===== src/sba_pkg.sv =====
// Package for the size-class block allocator: field widths, codes, payload structs,
// the size-class table and the size-to-class mapping. No dependencies.
package sba_pkg;

    localparam int ADDR_W          = 20;
    localparam int SIZE_W          = 12;
    localparam int GRAN_W          = 16;
    localparam int LINK_W          = GRAN_W + 1;
    localparam int SUM_W           = ADDR_W + 1;
    localparam int NUM_CLASSES     = 14;
    localparam int CLS_W           = 4;
    localparam int BS_W            = 10;
    localparam int MAX_BLOCK       = 640;
    localparam int NUM_CHUNKS_DEF  = 64;
    localparam int CHUNK_BYTES_DEF = 16384;

    typedef enum logic [1:0] {
        FUNC_ALLOC = 2'd0,
        FUNC_FREE  = 2'd1,
        FUNC_CLEAR = 2'd2,
        FUNC_RSVD  = 2'd3
    } func_t;

    typedef enum logic [1:0] {
        ST_OK        = 2'd0,
        ST_IGNORED   = 2'd1,
        ST_TOO_LARGE = 2'd2,
        ST_NO_MEMORY = 2'd3
    } status_t;

    typedef struct packed {
        func_t              func;
        logic [SIZE_W-1:0]  req_size;
        logic [ADDR_W-1:0]  block_addr;
        logic               addr_valid;
    } sba_req_t;

    typedef struct packed {
        logic [ADDR_W-1:0]  grant_addr;
        status_t            status;
    } sba_rsp_t;

    // One write to the link memory.
    typedef struct packed {
        logic               we;
        logic [GRAN_W-1:0]  addr;
        logic [LINK_W-1:0]  data;
    } sba_link_wr_t;

    localparam logic [BS_W-1:0] CLASS_BYTES [NUM_CLASSES] = '{
        10'd16, 10'd32, 10'd64, 10'd96, 10'd128, 10'd160, 10'd192,
        10'd224, 10'd256, 10'd320, 10'd384, 10'd448, 10'd512, 10'd640
    };

    // The thresholds rise monotonically, so the class is the number of them the size exceeds.
    function automatic logic [CLS_W-1:0] size_class(input logic [SIZE_W-1:0] size);
        logic [CLS_W-1:0] cls;
        cls = '0;
        for (int i = 0; i < NUM_CLASSES - 1; i++) begin
            if (size > SIZE_W'(CLASS_BYTES[i])) begin
                cls = cls + CLS_W'(1);
            end
        end
        return cls;
    endfunction

endpackage


===== src/sba_addr_unit.sv =====
// Shared address adder with a bound compare, used by the sequencer for every address step.
// Depends on sba_pkg.
module sba_addr_unit
    import sba_pkg::*;
(
    input  logic [SUM_W-1:0] op_a,
    input  logic [SUM_W-1:0] op_b,
    input  logic [SUM_W-1:0] limit,
    output logic [SUM_W-1:0] sum,
    output logic             fits
);

    assign sum  = op_a + op_b;
    assign fits = (sum <= limit);

endmodule


===== config.mk =====
export PLATFORM = sky130hd
export DESIGN_NAME = sba_addr_unit
export DESIGN_NICKNAME = d
export VERILOG_FILES = /design/src/sba_pkg.sv /design/src/sba_addr_unit.sv
export SDC_FILE = /design/constraint.sdc
export NUM_CORES = 1
export LEC_CHECK = 0
export BUFFER_PORTS_ARGS = -buffer_cell sky130_fd_sc_hd__buf_2
export CAP_MARGIN = 20
export CORE_ASPECT_RATIO = 2
export CORE_UTILIZATION = 40
export DETAILED_ROUTE_END_ITERATION = 8
export GPL_ROUTABILITY_DRIVEN = 0
export PLACE_DENSITY_LB_ADDON = 0.08
export REMOVE_ABC_BUFFERS = 1
export SETUP_SLACK_MARGIN = 0.4
export SYNTH_ARGS = -nofsm -noshare
export SYNTH_HDL_FRONTEND = slang
export SYNTH_SLANG_ARGS = --single-unit

===== constraint.sdc =====
create_clock -name vclk -period 8.4
set_clock_uncertainty 0.05 [all_clocks]
set_input_delay 0.84 -clock vclk [all_inputs]
set_output_delay 0.84 -clock vclk [all_outputs]
set_load 0.1 [all_outputs]

== Word level (Yosys, flattened, before mapping) ==
Cells that the tools add are included.
Widths: inputs -> output; s select.
Storage, ports and cells
  output and inout port bits: 22
  logic and storage cells: 2
  bits in registers: 0
  input port bits: 63
Cells by class
  add/subtract/negate cells: 1
  order comparisons: 1
Operators by type and width (count)
  $add 21x21->21: 1
  $le 21x21->1: 1

== Depth between registers and ports, before layout ==
Gate-level depths: netlist of the first run.
  depth after elaboration: 2
  mapped depth: 15
  mapped depth without buffers: 15

== Worst setup path after synthesis of the first run ==
No wires, ideal clock.
  path kind: in2out
  from: in op_a[0]
  to: out fits
  arrival: 6556 ps
  stages: 14
  path slack: 954 ps
  buffers on the path: 0
  required time: 7510 ps
  cell sequence: ha_1 > fa_1 > a21oi_1 > o211ai_1 > o22a_1 > a2111oi_4 > o21bai_1 > xor2_1 > ha_1 > a21o_1 > a21o_1 > a21oi_1 > o21ai_0 > o211ai_1
Between the ends
  cells in the longest elaborated chain, start to end: 2
Ends and longest elaborated chain
  from (decl): RTL line sba_addr_unit.sv:6  | input logic [SUM_W-1:0] op_a,
  $add 21x21->21: RTL line sba_addr_unit.sv:13  | assign sum = op_a + op_b;
  via sum[18]: RTL line sba_addr_unit.sv:9  | output logic [SUM_W-1:0] sum,
  $le 21x21->1: RTL line sba_addr_unit.sv:14  | assign fits = (sum <= limit);
  to (decl): RTL line sba_addr_unit.sv:10  | output logic fits
The timed path passes the listed nets, and every way through them passes these cells.

== Final worst setup path of the first run ==
  from: in op_a[0]
  to: out fits
Between the ends
  cells in the longest elaborated chain, start to end: 2
Ends and longest elaborated chain (RTL line)
  $add 21x21->21: sba_addr_unit.sv:13
  $le 21x21->1: sba_addr_unit.sv:14
No other way between the ends.

==> results of run 1 <==
-- stage by stage --
stage,cell area (sq um),setup WS [ps]
floorplan,1500,954
global placement,1990,2670
detailed placement,1990,2560
CTS,1990,2550
global route,1990,2350
finish,1990,2570
-- where the power goes --
group | switching, mW | leakage, nW | total, mW | internal (mW)
sequential | 0 | 0 | 0 | 0
clock | 0 | 0 | 0 | 0
combinational | 0.267 | 1.11 | 0.353 | 0.0856
total | 0.267 | 1.11 | 0.353 | 0.0856
-- per-layer routing --
layer	global-route usage (%)	vias up	wire length [microns]
li1	-	929	-
met1	17.9	781	1430
met2	42.9	74	2310
met3	0.816	20	173
met4	8.54	0	230
met5	0	-	0
-- how the worst max path moves through the flow --
| stage | startpoint | to | slack (ps) | cells after the start |
|---|---|---|---|---|
| floorplan | op_a[0] | fits | 950 | 14 |
| global placement | op_a[0] | fits | 2670 | 17 |
| detailed placement | op_a[0] | fits | 2560 | 17 |
| CTS | op_a[0] | fits | 2550 | 17 |
| global route | op_a[0] | fits | 2350 | 17 |
| finish | op_a[0] | fits | 2570 | 17 |
-- final cells by class --
cell class | instances | area, sq um | area share, %
Tap cell | 49 | 61.3 | 3.09
Timing Repair Buffer | 85 | 425 | 21.4
Multi-Input combinational cell | 182 | 1410 | 70.8
Inverter | 25 | 93.8 | 4.72
-- cells in the final DEF (no fill, tap or decap), drive strengths merged --
master,n
buf,85
ha,41
a21oi,26
inv,25
nand2,15
o21ai,15
nor2,14
xnor2,10
a21o,8
xor2,8
nand4,5
a211oi,4
o21a,4
or2,3
o211ai,3
nand3,3
nor3,3
o22ai,2
and3,2
a31oi,2
o21bai,2
nor2b,2
o31ai,2
and2,1
o22a,1
a2111oi,1
o31a,1
and4,1
a21boi,1
or4,1
fa,1
-- kinds of logic after synthesis --
logic type / after synthesis / share of synthesized area (%)
buffers and inverters: 27 / 6.72
adders and majority gates: 42 / 35.4
and+or+nand+nor: 50 / 15.7
xor gates and xnor gates: 18 / 10.5
AOI/OAI and AO/OA: 72 / 31.8
==> summary.txt, run 1 <==
Global route
  – Via count of the first global-routing pass: 1,626
  – Overall Global Routing Usage: 20.4%
  – Wire length of the first global-routing pass: 6.38 mm
  – Antenna violations before repair: 0
  – Pin count of the biggest net entering global routing: 8
  – GRT overflow: 0

Power and ir drop
  – Peak supply drop: 0.155 mV
  – Power per standard cell area: 178 mW/mm^2
  – Total Power: 353 uW
  – P_leak: 1.11 nW

Die
  – Row count: 31
  – Vertical extent of the die: 88.8 microns
  – Initial core utilization: 41.8%
  – Die area: 0.00403 sq mm
  – CORE AREA: 0.00361 sq mm
  – Width of the die: 45.4 microns
  – Number of top-level pins: 85

Finish
  – Sequential cell count: 0
  – Non-filler cells in the finished layout: 341
  – Register Area: 0 sq um
  – Number of nets in the layout: 399
  – Antenna cells: 0
  – Area growth from synthesis to final layout: 31.8%
  – Number of clock buffers in the layout: 0
  – Layout Utilization: 55.1%
  – # fillers: 401
  – Fraction of final layout cells sized beyond drive strength 1: 32.5%

Timing
  – Share of the clock period used by the worst path after layout: 69.4%
  – Hold Worst Slack: 2220 ps
  – Final Setup Violations: 0
  – Slew at the pin closest to its max-slew limit: 506 ps
  – Sum Neg Setup Slack: 0 ps
  – Setup repair after global routing missed its margin: false
  – Fin. Hold Viols: 0
  – Headroom to the max-slew limit: 66.5%
  – Final critical path time including I/O delays and setup: 5830 ps
  – Max frequency: 0.172 GHz
  – Number of slew-limit violations in the final report: 0

Yosys
  – Most instantiated cells after synthesis: sky130_fd_sc_hd__ha_1, sky130_fd_sc_hd__inv_1, sky130_fd_sc_hd__a21oi_1
  – Count leader, synth: sky130_fd_sc_hd__ha_1
  – Synth top area cells: sky130_fd_sc_hd__ha_1, sky130_fd_sc_hd__a21oi_1, sky130_fd_sc_hd__inv_1, sky130_fd_sc_hd__xnor2_1, sky130_fd_sc_hd__xor2_1
  – Sequential cell area fraction in the yosys report: 0%
  – Synthesized netlist cell count: 209
  – Post-synth top area share: 34.0%
  – Yosys warning count: 0
  – Number of distinct library cell variants in the gate-level netlist after synthesis: 34
  – Avg Inst Size Synth: 7.21 sq um
  – Dominant cell type by area after synthesis: sky130_fd_sc_hd__ha_1
  – Netlist area before placement: 0.00151 sq mm

Detailed routing
  – Final routed DRC violation total: 0
  – Total routed wirelength: 4.14 mm
  – Remaining antenna violation count: 0
  – Starting DRC count in detailed routing: 16
  – DR vias: 1,804
  – Average wire length per cell after detail routing: 12.1 microns
  – Avg Vias per Cell: 5.29
  – Iteration count of the initial detailed-routing pass: 4

Hold path
  – Path category of the worst min-delay check: in2out
  – Hold path depth: 3
  – Worst hold endpoint: sum[0]
  – Worst hold path startpoint: op_b[0]

Setup path
  – Largest stage delay, worst path: 520 ps
  – Element type at the critical path start: primary input
  – Data arrival at the endpoint of the critical path: 4940 ps
  – Critical path buffers and inverters: 2
  – Top cell family by delay on the critical path: compound AO/OA/AOI/OAI gates
  – Slowest library cell on the worst path: sky130_fd_sc_hd__or4_1
  – Crit Path Category: in2out
  – Endpoint required time on the critical path: 7510 ps
  – Endpoint type of the worst setup path: output pin
  – Highest fanout seen on the critical path: 4
  – List of cells traversed by the critical path: buf_2 > ha_1 > fa_1 > a21oi_1 > o211ai_1 > o22a_1 > a2111oi_4 > o21bai_1 > xor2_1 > ha_1 > a21o_1 > a21o_1 > a21oi_1 > o21ai_0 > or4_1 > o211ai_1 > buf_2

Place
  – Count of placed standard cells including taps: 341
  – Post-DP HPWL: 3.87 mm
  – Port-buffer cells: 85

Clock tree
  – # resized after CTS: 0
  – Setup fix buffers added after clock tree synthesis: 0
  – Post-CTS Hold Fix Bufs: 0

Status
  – Status: finished, final reports clean

Run
  – Total of max-cap violations: 0
Power figures use the tool's default switching activity.
==> run 2: changes to the inputs <==
--- a/config.mk
+++ b/config.mk
@@ -5,6 +5,7 @@
 export SDC_FILE = /design/constraint.sdc
 export NUM_CORES = 1
 export LEC_CHECK = 0
+export ABC_AREA = 1
 export BUFFER_PORTS_ARGS = -buffer_cell sky130_fd_sc_hd__buf_2
 export CAP_MARGIN = 20
 export CORE_ASPECT_RATIO = 2
==> constraint.sdc (replaced) <==
create_clock -name vclk -period 4.88
set_clock_uncertainty 0.05 [all_clocks]
set_input_delay 0.488 -clock vclk [all_inputs]
set_output_delay 0.488 -clock vclk [all_outputs]
set_load 0.1 [all_outputs]
==> run 2 against run 1 <==
- global-route usage is 2.7 points higher
- core utilization shrank 2.7 points
- synthesized cell count rose by 67%
- first-iteration DRC count rose to 3.7 times the previous value
- critical endpoint unchanged
- largest cell class unchanged
- largest power group unchanged
==> summary.txt, run 2 <==
Timing
  – Final critical path time including I/O delays and setup: 3790 ps
  – Headroom to the max-slew limit: 64.2%
  – Setup slack after layout: 1090 ps
  – Share of the clock period used by the worst path after layout: 77.6%
  – Max frequency: 0.264 GHz
  – Final Setup Violations: 0
  – Fin. Hold Viols: 0
  – Slew at the pin closest to its max-slew limit: 540 ps
  – Setup repair after global routing missed its margin: false
  – Hold Worst Slack: 1530 ps
  – Sum Neg Setup Slack: 0 ps
  – Number of slew-limit violations in the final report: 0

Setup path
  – Crit Path Category: in2out
  – Critical path buffers and inverters: 2
  – Worst path most repeated cell: sky130_fd_sc_hd__nand2_1
  – Data arrival at the endpoint of the critical path: 3250 ps
  – Element type at the critical path start: primary input
  – Largest stage delay, worst path: 430 ps
  – Top cell family by delay on the critical path: adder cells
  – Endpoint type of the worst setup path: output pin
  – Slowest library cell on the worst path: sky130_fd_sc_hd__fa_1
  – List of cells traversed by the critical path: buf_2 > ha_1 > fa_1 > nand3_1 > nand3_2 > nand2_1 > nand3_1 > nand2_1 > nand2_1 > nand2_1 > nand2_1 > ha_1 > a21oi_1 > o21ai_0 > a21oi_1 > nand3_1 > nand2_1 > buf_2
  – Endpoint required time on the critical path: 4340 ps
  – Highest fanout seen on the critical path: 4

Power and ir drop
  – Peak supply drop: 0.201 mV
  – Sw power: 457 uW
  – Switching power share of the total: 76.7%
  – Portion of total power attributed to the clock network: 0%
  – Pint: 139 uW
  – P_leak: 1.55 nW
  – Flop pwr share: 0%
  – Power per standard cell area: 250 mW/mm^2
  – Combinational fraction of design power: 100.0%

Place
  – Count of placed standard cells including taps: 488
  – Total cell area at the placement stage: 0.00239 sq mm
  – Port-buffer cells: 85
  – Post-DP HPWL: 5.21 mm
  – Worst setup timing slack at the placement stage: 1090 ps

Yosys
  – Synth top area cells: sky130_fd_sc_hd__ha_1, sky130_fd_sc_hd__nand2_1, sky130_fd_sc_hd__inv_1, sky130_fd_sc_hd__nand3_1, sky130_fd_sc_hd__a21oi_1
  – Most instantiated cells after synthesis: sky130_fd_sc_hd__nand2_1, sky130_fd_sc_hd__inv_1, sky130_fd_sc_hd__ha_1
  – Number of distinct library cell variants in the gate-level netlist after synthesis: 20
  – Largest family of logic cells by synthesized area: simple AND/OR/NAND/NOR gates
  – Avg Inst Size Synth: 5.44 sq um
  – Fraction of the mapped netlist area in adder cells: 28.2%
  – Area share of xor/xnor cells in the synthesized design: 4.63%
  – Sequential cell area fraction in the yosys report: 0%
  – Simple-gate share of the synthesized area: 45.0%
  – Count leader, synth: sky130_fd_sc_hd__nand2_1
  – Yosys warning count: 0
  – Dominant cell type by area after synthesis: sky130_fd_sc_hd__ha_1
  – Synthesized netlist cell count: 348
  – Netlist area before placement: 0.00189 sq mm
  – Post-synth top area share: 27.1%
  – Synthesized-area fraction occupied by ao, oa, aoi and oai cells: 8.86%
  – Share of cell area taken by muxes after synthesis: 0%

Die
  – Row count: 35
  – Vertical extent of the die: 99.3 microns
  – Initial core utilization: 41.5%
  – CORE AREA: 0.00455 sq mm
  – Die area: 0.00503 sq mm
  – Number of top-level pins: 85
  – Width of the die: 50.6 microns

Global route
  – Wire length of the first global-routing pass: 9.05 mm
  – Pin count of the biggest net entering global routing: 7
  – GRT overflow: 0
  – Antenna violations before repair: 0
  – Via count of the first global-routing pass: 2,137
  – Overall Global Routing Usage: 23.0%

Detailed routing
  – Iteration count of the initial detailed-routing pass: 4
  – Highest routed metal layer: met4
  – Total routed wirelength: 5.66 mm
  – Average wire length per cell after detail routing: 11.6 microns
  – Final routed DRC violation total: 0
  – Avg Vias per Cell: 4.75
  – Remaining antenna violation count: 0
  – Routed met2 length: 3.28 mm
  – WL met3: 189 microns
  – Starting DRC count in detailed routing: 59
  – Met1 routed wirelength after detailed routing: 1.99 mm
  – DR vias: 2,318

Finish
  – Most used cells in the layout excluding fill and tap cells: sky130_fd_sc_hd__nand2_1, sky130_fd_sc_hd__buf_2, sky130_fd_sc_hd__inv_1
  – Area growth from synthesis to final layout: 26.1%
  – Multi-input gate area in the final layout: 0.00164 sq mm
  – Post-layout instance area: 0.00239 sq mm
  – Most common cell after layout, fill and taps aside: sky130_fd_sc_hd__nand2_1
  – Sequential cell count: 0
  – Number of nets in the layout: 540
  – Antenna cells: 0
  – Register Area: 0 sq um
  – Non-filler cells in the finished layout: 488
  – Fraction of final layout cells sized beyond drive strength 1: 23.8%
  – Number of clock buffers in the layout: 0
  – # fillers: 545

Status
  – Status: finished, final reports clean

Run
  – Total of max-cap violations: 0

Hold path
  – Worst hold path startpoint: op_b[0]
  – Path category of the worst min-delay check: in2out
  – Hold path depth: 3
  – Worst hold endpoint: sum[0]

Clock tree
  – Setup fix buffers added after clock tree synthesis: 0
  – Post-CTS Hold Fix Bufs: 0
  – # resized after CTS: 0
==> run 2: cell count changes after synthesis, sizes merged, moves of 3 or more <==
cell / change
nand2: +114
inv: +42
nand3: +24
nor2: +17
o21ai: -11
xnor2: -9
a21o: -8
a211oi: -4
a21oi: -4
o211ai: -3
o21a: -3
or2: -3
==> run 2: metal layers <==
| metal | GRT usage (%) | vias up |
|---|---|---|
| li1 | - | 1266 |
| met1 | 21.5 | 979 |
| met2 | 49.7 | 65 |
| met3 | 0.612 | 8 |
| met4 | 6.84 | 0 |
| met5 | 0 | - |
==> run 2: through the flow <==
step	total power, mW	util [%]
4_1_cts	0.600	52.4
5_1_grt	0.644	52.4
2_1_floorplan	0.478	-
6_report	0.596	52.4
3_3_place_gp	0.595	52.4
3_5_place_dp	0.598	52.4
==> run 2: kinds of logic after synthesis <==
group                    count (synthesis)
adder cells (fa/ha/maj)                 42
AND/OR/NAND/NOR                        198
buffers and inverters                   67
AO/OA/AOI/OAI                           31
XOR/XNOR                                10
==> run 2: how the worst max path moves through the flow <==
stage	start	end	slack [ps]	cells after the start
after global placement	op_a[0]	fits	1150	18
after detailed placement	op_a[0]	fits	1090	18
final	op_a[0]	fits	1090	18
after floorplan	op_a[0]	fits	-200	15
after global routing	op_a[0]	fits	820	18
after CTS	op_a[0]	fits	1090	18
==> run 2: cell type report <==
type | count | share of cell area, %
tap | 55 | 2.88
inverter | 67 | 10.5
timing repair buffer | 85 | 17.8
multi-input combinational | 281 | 68.7
==> run 2: worst min-delay path, cell delays in order <==
cell and delay [ps]:
sky130_fd_sc_hd__buf_2 80, sky130_fd_sc_hd__ha_1 230, sky130_fd_sc_hd__buf_2 290
==> run 2: power by group through the flow <==
stage               clock [mW]  combinational (mW)  sequential (mW)
floorplan                    0               0.478                0
global placement             0               0.595                0
detailed placement           0               0.598                0
CTS                          0               0.600                0
global route                 0               0.644                0
finish                       0               0.596                0
==> run 3: changes to the inputs <==
==> constraint.sdc (replaced) <==
create_clock -name vclk -period 3.2
set_clock_uncertainty 0.05 [all_clocks]
set_input_delay 0.32 -clock vclk [all_inputs]
set_output_delay 0.32 -clock vclk [all_outputs]
set_load 0.1 [all_outputs]
==> run 3 against run 2 <==
- core utilization up 12 points
- count of clock-buffer cells in the layout unchanged
- final area up 23%
- highest routed layer unchanged
- critical path depth up 2
- worst hold slack worse by 390 ps
- critical path type unchanged
- power up 79%
==> summary.txt, run 3 (synthesis results as in run 2) <==
Detailed routing
  – Total routed wirelength: 6.37 mm
  – Iteration count of the initial detailed-routing pass: 6
  – Avg Vias per Cell: 5.04
  – Remaining antenna violation count: 0
  – DR vias: 2,527
  – Average wire length per cell after detail routing: 12.7 microns
  – Starting DRC count in detailed routing: 39
  – Final routed DRC violation total: 0

Global route
  – GRT overflow: 0
  – Overall Global Routing Usage: 24.5%
  – Wire length of the first global-routing pass: 9.58 mm
  – Gr busiest metal: met2
  – Via count of the first global-routing pass: 2,281
  – Met2 usage: 50.5%
  – Met1 usage: 22.4%
  – Antenna violations before repair: 0
  – GR met3 Demand/Resource: 1.07%
  – Pin count of the biggest net entering global routing: 7

Die
  – CORE AREA: 0.00455 sq mm
  – Initial core utilization: 41.5%
  – Die area: 0.00503 sq mm
  – Vertical extent of the die: 99.3 microns
  – Row count: 35
  – Number of top-level pins: 85
  – Width of the die: 50.6 microns

Power and ir drop
  – Sw power: 762 uW
  – Peak supply drop: 0.414 mV
  – Pint: 306 uW
  – Combinational fraction of design power: 100.0%
  – Power per standard cell area: 364 mW/mm^2
  – Switching power share of the total: 71.4%
  – P_leak: 1.64 nW
  – Portion of total power attributed to the clock network: 0%
  – Flop pwr share: 0%

Setup path
  – Largest stage delay, worst path: 350 ps
  – Slowest library cell on the worst path: sky130_fd_sc_hd__fa_2
  – Highest fanout seen on the critical path: 4
  – Element type at the critical path start: primary input
  – Endpoint type of the worst setup path: output pin
  – Crit Path Category: in2out
  – Endpoint required time on the critical path: 2830 ps
  – List of cells traversed by the critical path: buf_6 > ha_4 > fa_2 > nand3_2 > nand3_2 > nand2_1 > nand3_2 > nand2_2 > nand2_1 > nand2_1 > nand2_2 > ha_4 > nand2_4 > nor2_4 > nand2_2 > nor2_2 > o21ai_1 > nand3_1 > nand2_2 > buf_12
  – Worst path most repeated cell: sky130_fd_sc_hd__nand2_2
  – Critical path buffers and inverters: 2
  – Top cell family by delay on the critical path: simple AND/OR/NAND/NOR gates
  – Data arrival at the endpoint of the critical path: 2570 ps

Timing
  – Sum Neg Setup Slack: 0 ps
  – Setup repair after global routing missed its margin: true
  – Final Setup Violations: 0
  – Max frequency: 0.340 GHz
  – Fin. Hold Viols: 0
  – Final critical path time including I/O delays and setup: 2940 ps
  – Headroom to the max-slew limit: 66.1%
  – Hold Worst Slack: 1140 ps
  – Number of slew-limit violations in the final report: 0
  – Share of the clock period used by the worst path after layout: 91.8%
  – Slew at the pin closest to its max-slew limit: 511 ps

Finish
  – # fillers: 479
  – Number of nets in the layout: 553
  – Most used cells in the layout excluding fill and tap cells: sky130_fd_sc_hd__nand2_1, sky130_fd_sc_hd__buf_2, sky130_fd_sc_hd__inv_1
  – Most common cell after layout, fill and taps aside: sky130_fd_sc_hd__nand2_1
  – Register Area: 0 sq um
  – Area growth from synthesis to final layout: 55.1%
  – Post-layout instance area: 0.00293 sq mm
  – Sequential cell count: 0
  – Number of clock buffers in the layout: 0
  – Multi-input gate area in the final layout: 0.00206 sq mm
  – Fraction of final layout cells sized beyond drive strength 1: 40.6%
  – Antenna cells: 0
  – Non-filler cells in the finished layout: 501

Place
  – Post-DP HPWL: 5.36 mm
  – Total cell area at the placement stage: 0.00246 sq mm
  – Count of placed standard cells including taps: 496
  – Port-buffer cells: 85

Run
  – Total of max-cap violations: 0

Status
  – Status: finished, final reports clean

Hold path
  – Path category of the worst min-delay check: in2out
==> run 3: cell count changes in the layout (fill, tap and decap cells not counted), moves of 3 or more <==
cell and change:
sky130_fd_sc_hd__a21oi_1 -8, sky130_fd_sc_hd__a21oi_2 +8, sky130_fd_sc_hd__buf_2 -3, sky130_fd_sc_hd__buf_4 +13
sky130_fd_sc_hd__ha_1 -22, sky130_fd_sc_hd__ha_4 +21, sky130_fd_sc_hd__nand2_1 -17, sky130_fd_sc_hd__nand2_2 +16
sky130_fd_sc_hd__nand3_1 -6, sky130_fd_sc_hd__nand3_2 +6, sky130_fd_sc_hd__nor2_1 -7, sky130_fd_sc_hd__nor2_2 +4
sky130_fd_sc_hd__nor2_4 +3
==> run 3: final cells by class <==
class | count | area share [%]
Inverter | 67 | 8.57
Timing Repair Buffer | 98 | 18.8
Tap cell | 55 | 2.35
Multi-Input combinational cell | 281 | 70.3
==> run 3: through the flow <==
| step | setup slack (ps) | total power, mW | utilization [%] |
|---|---|---|---|
| final | 262 | 1.07 | 64.4 |
| after global routing | 58.9 | 1.14 | 64.4 |
| after CTS | 204 | 0.985 | 58.0 |
| after detailed placement | 42.5 | 0.942 | 54.0 |
| after global placement | 81.2 | 0.937 | 54.0 |
| after floorplan | -1540 | 0.729 | - |
==> run 3: worst paths after layout <==
kind	start	endpoint	slack (ps)	cells after the start
max	op_b[0]	fits	260	20
min	op_a[0]	sum[0]	1140	3
==> run 3: layer usage <==
metal | vias up | wire length, microns
li1 | 1292 | -
met4 | 0 | 429
met3 | 22 | 230
met2 | 89 | 3680
met5 | - | 0
met1 | 1124 | 2030
==> run 3: power groups by stage <==
stage               combinational, mW  sequential (mW)  clock, mW
floorplan                       0.729                0          0
global placement                0.937                0          0
detailed placement              0.942                0          0
CTS                             0.985                0          0
global route                     1.14                0          0
finish                           1.07                0          0
==> run 3: what timing repair did <==
item | 4_1_cts | 5_1_grt
buffers inserted | 2 | 3
gates resized for setup | 35 | 50
hold buffers | 0 | 0
cloned | 0 | 0
hold endpoints to repair | 0 | 0
pin swaps | 14 | 24
endpoints found under the setup margin | 1 | 1
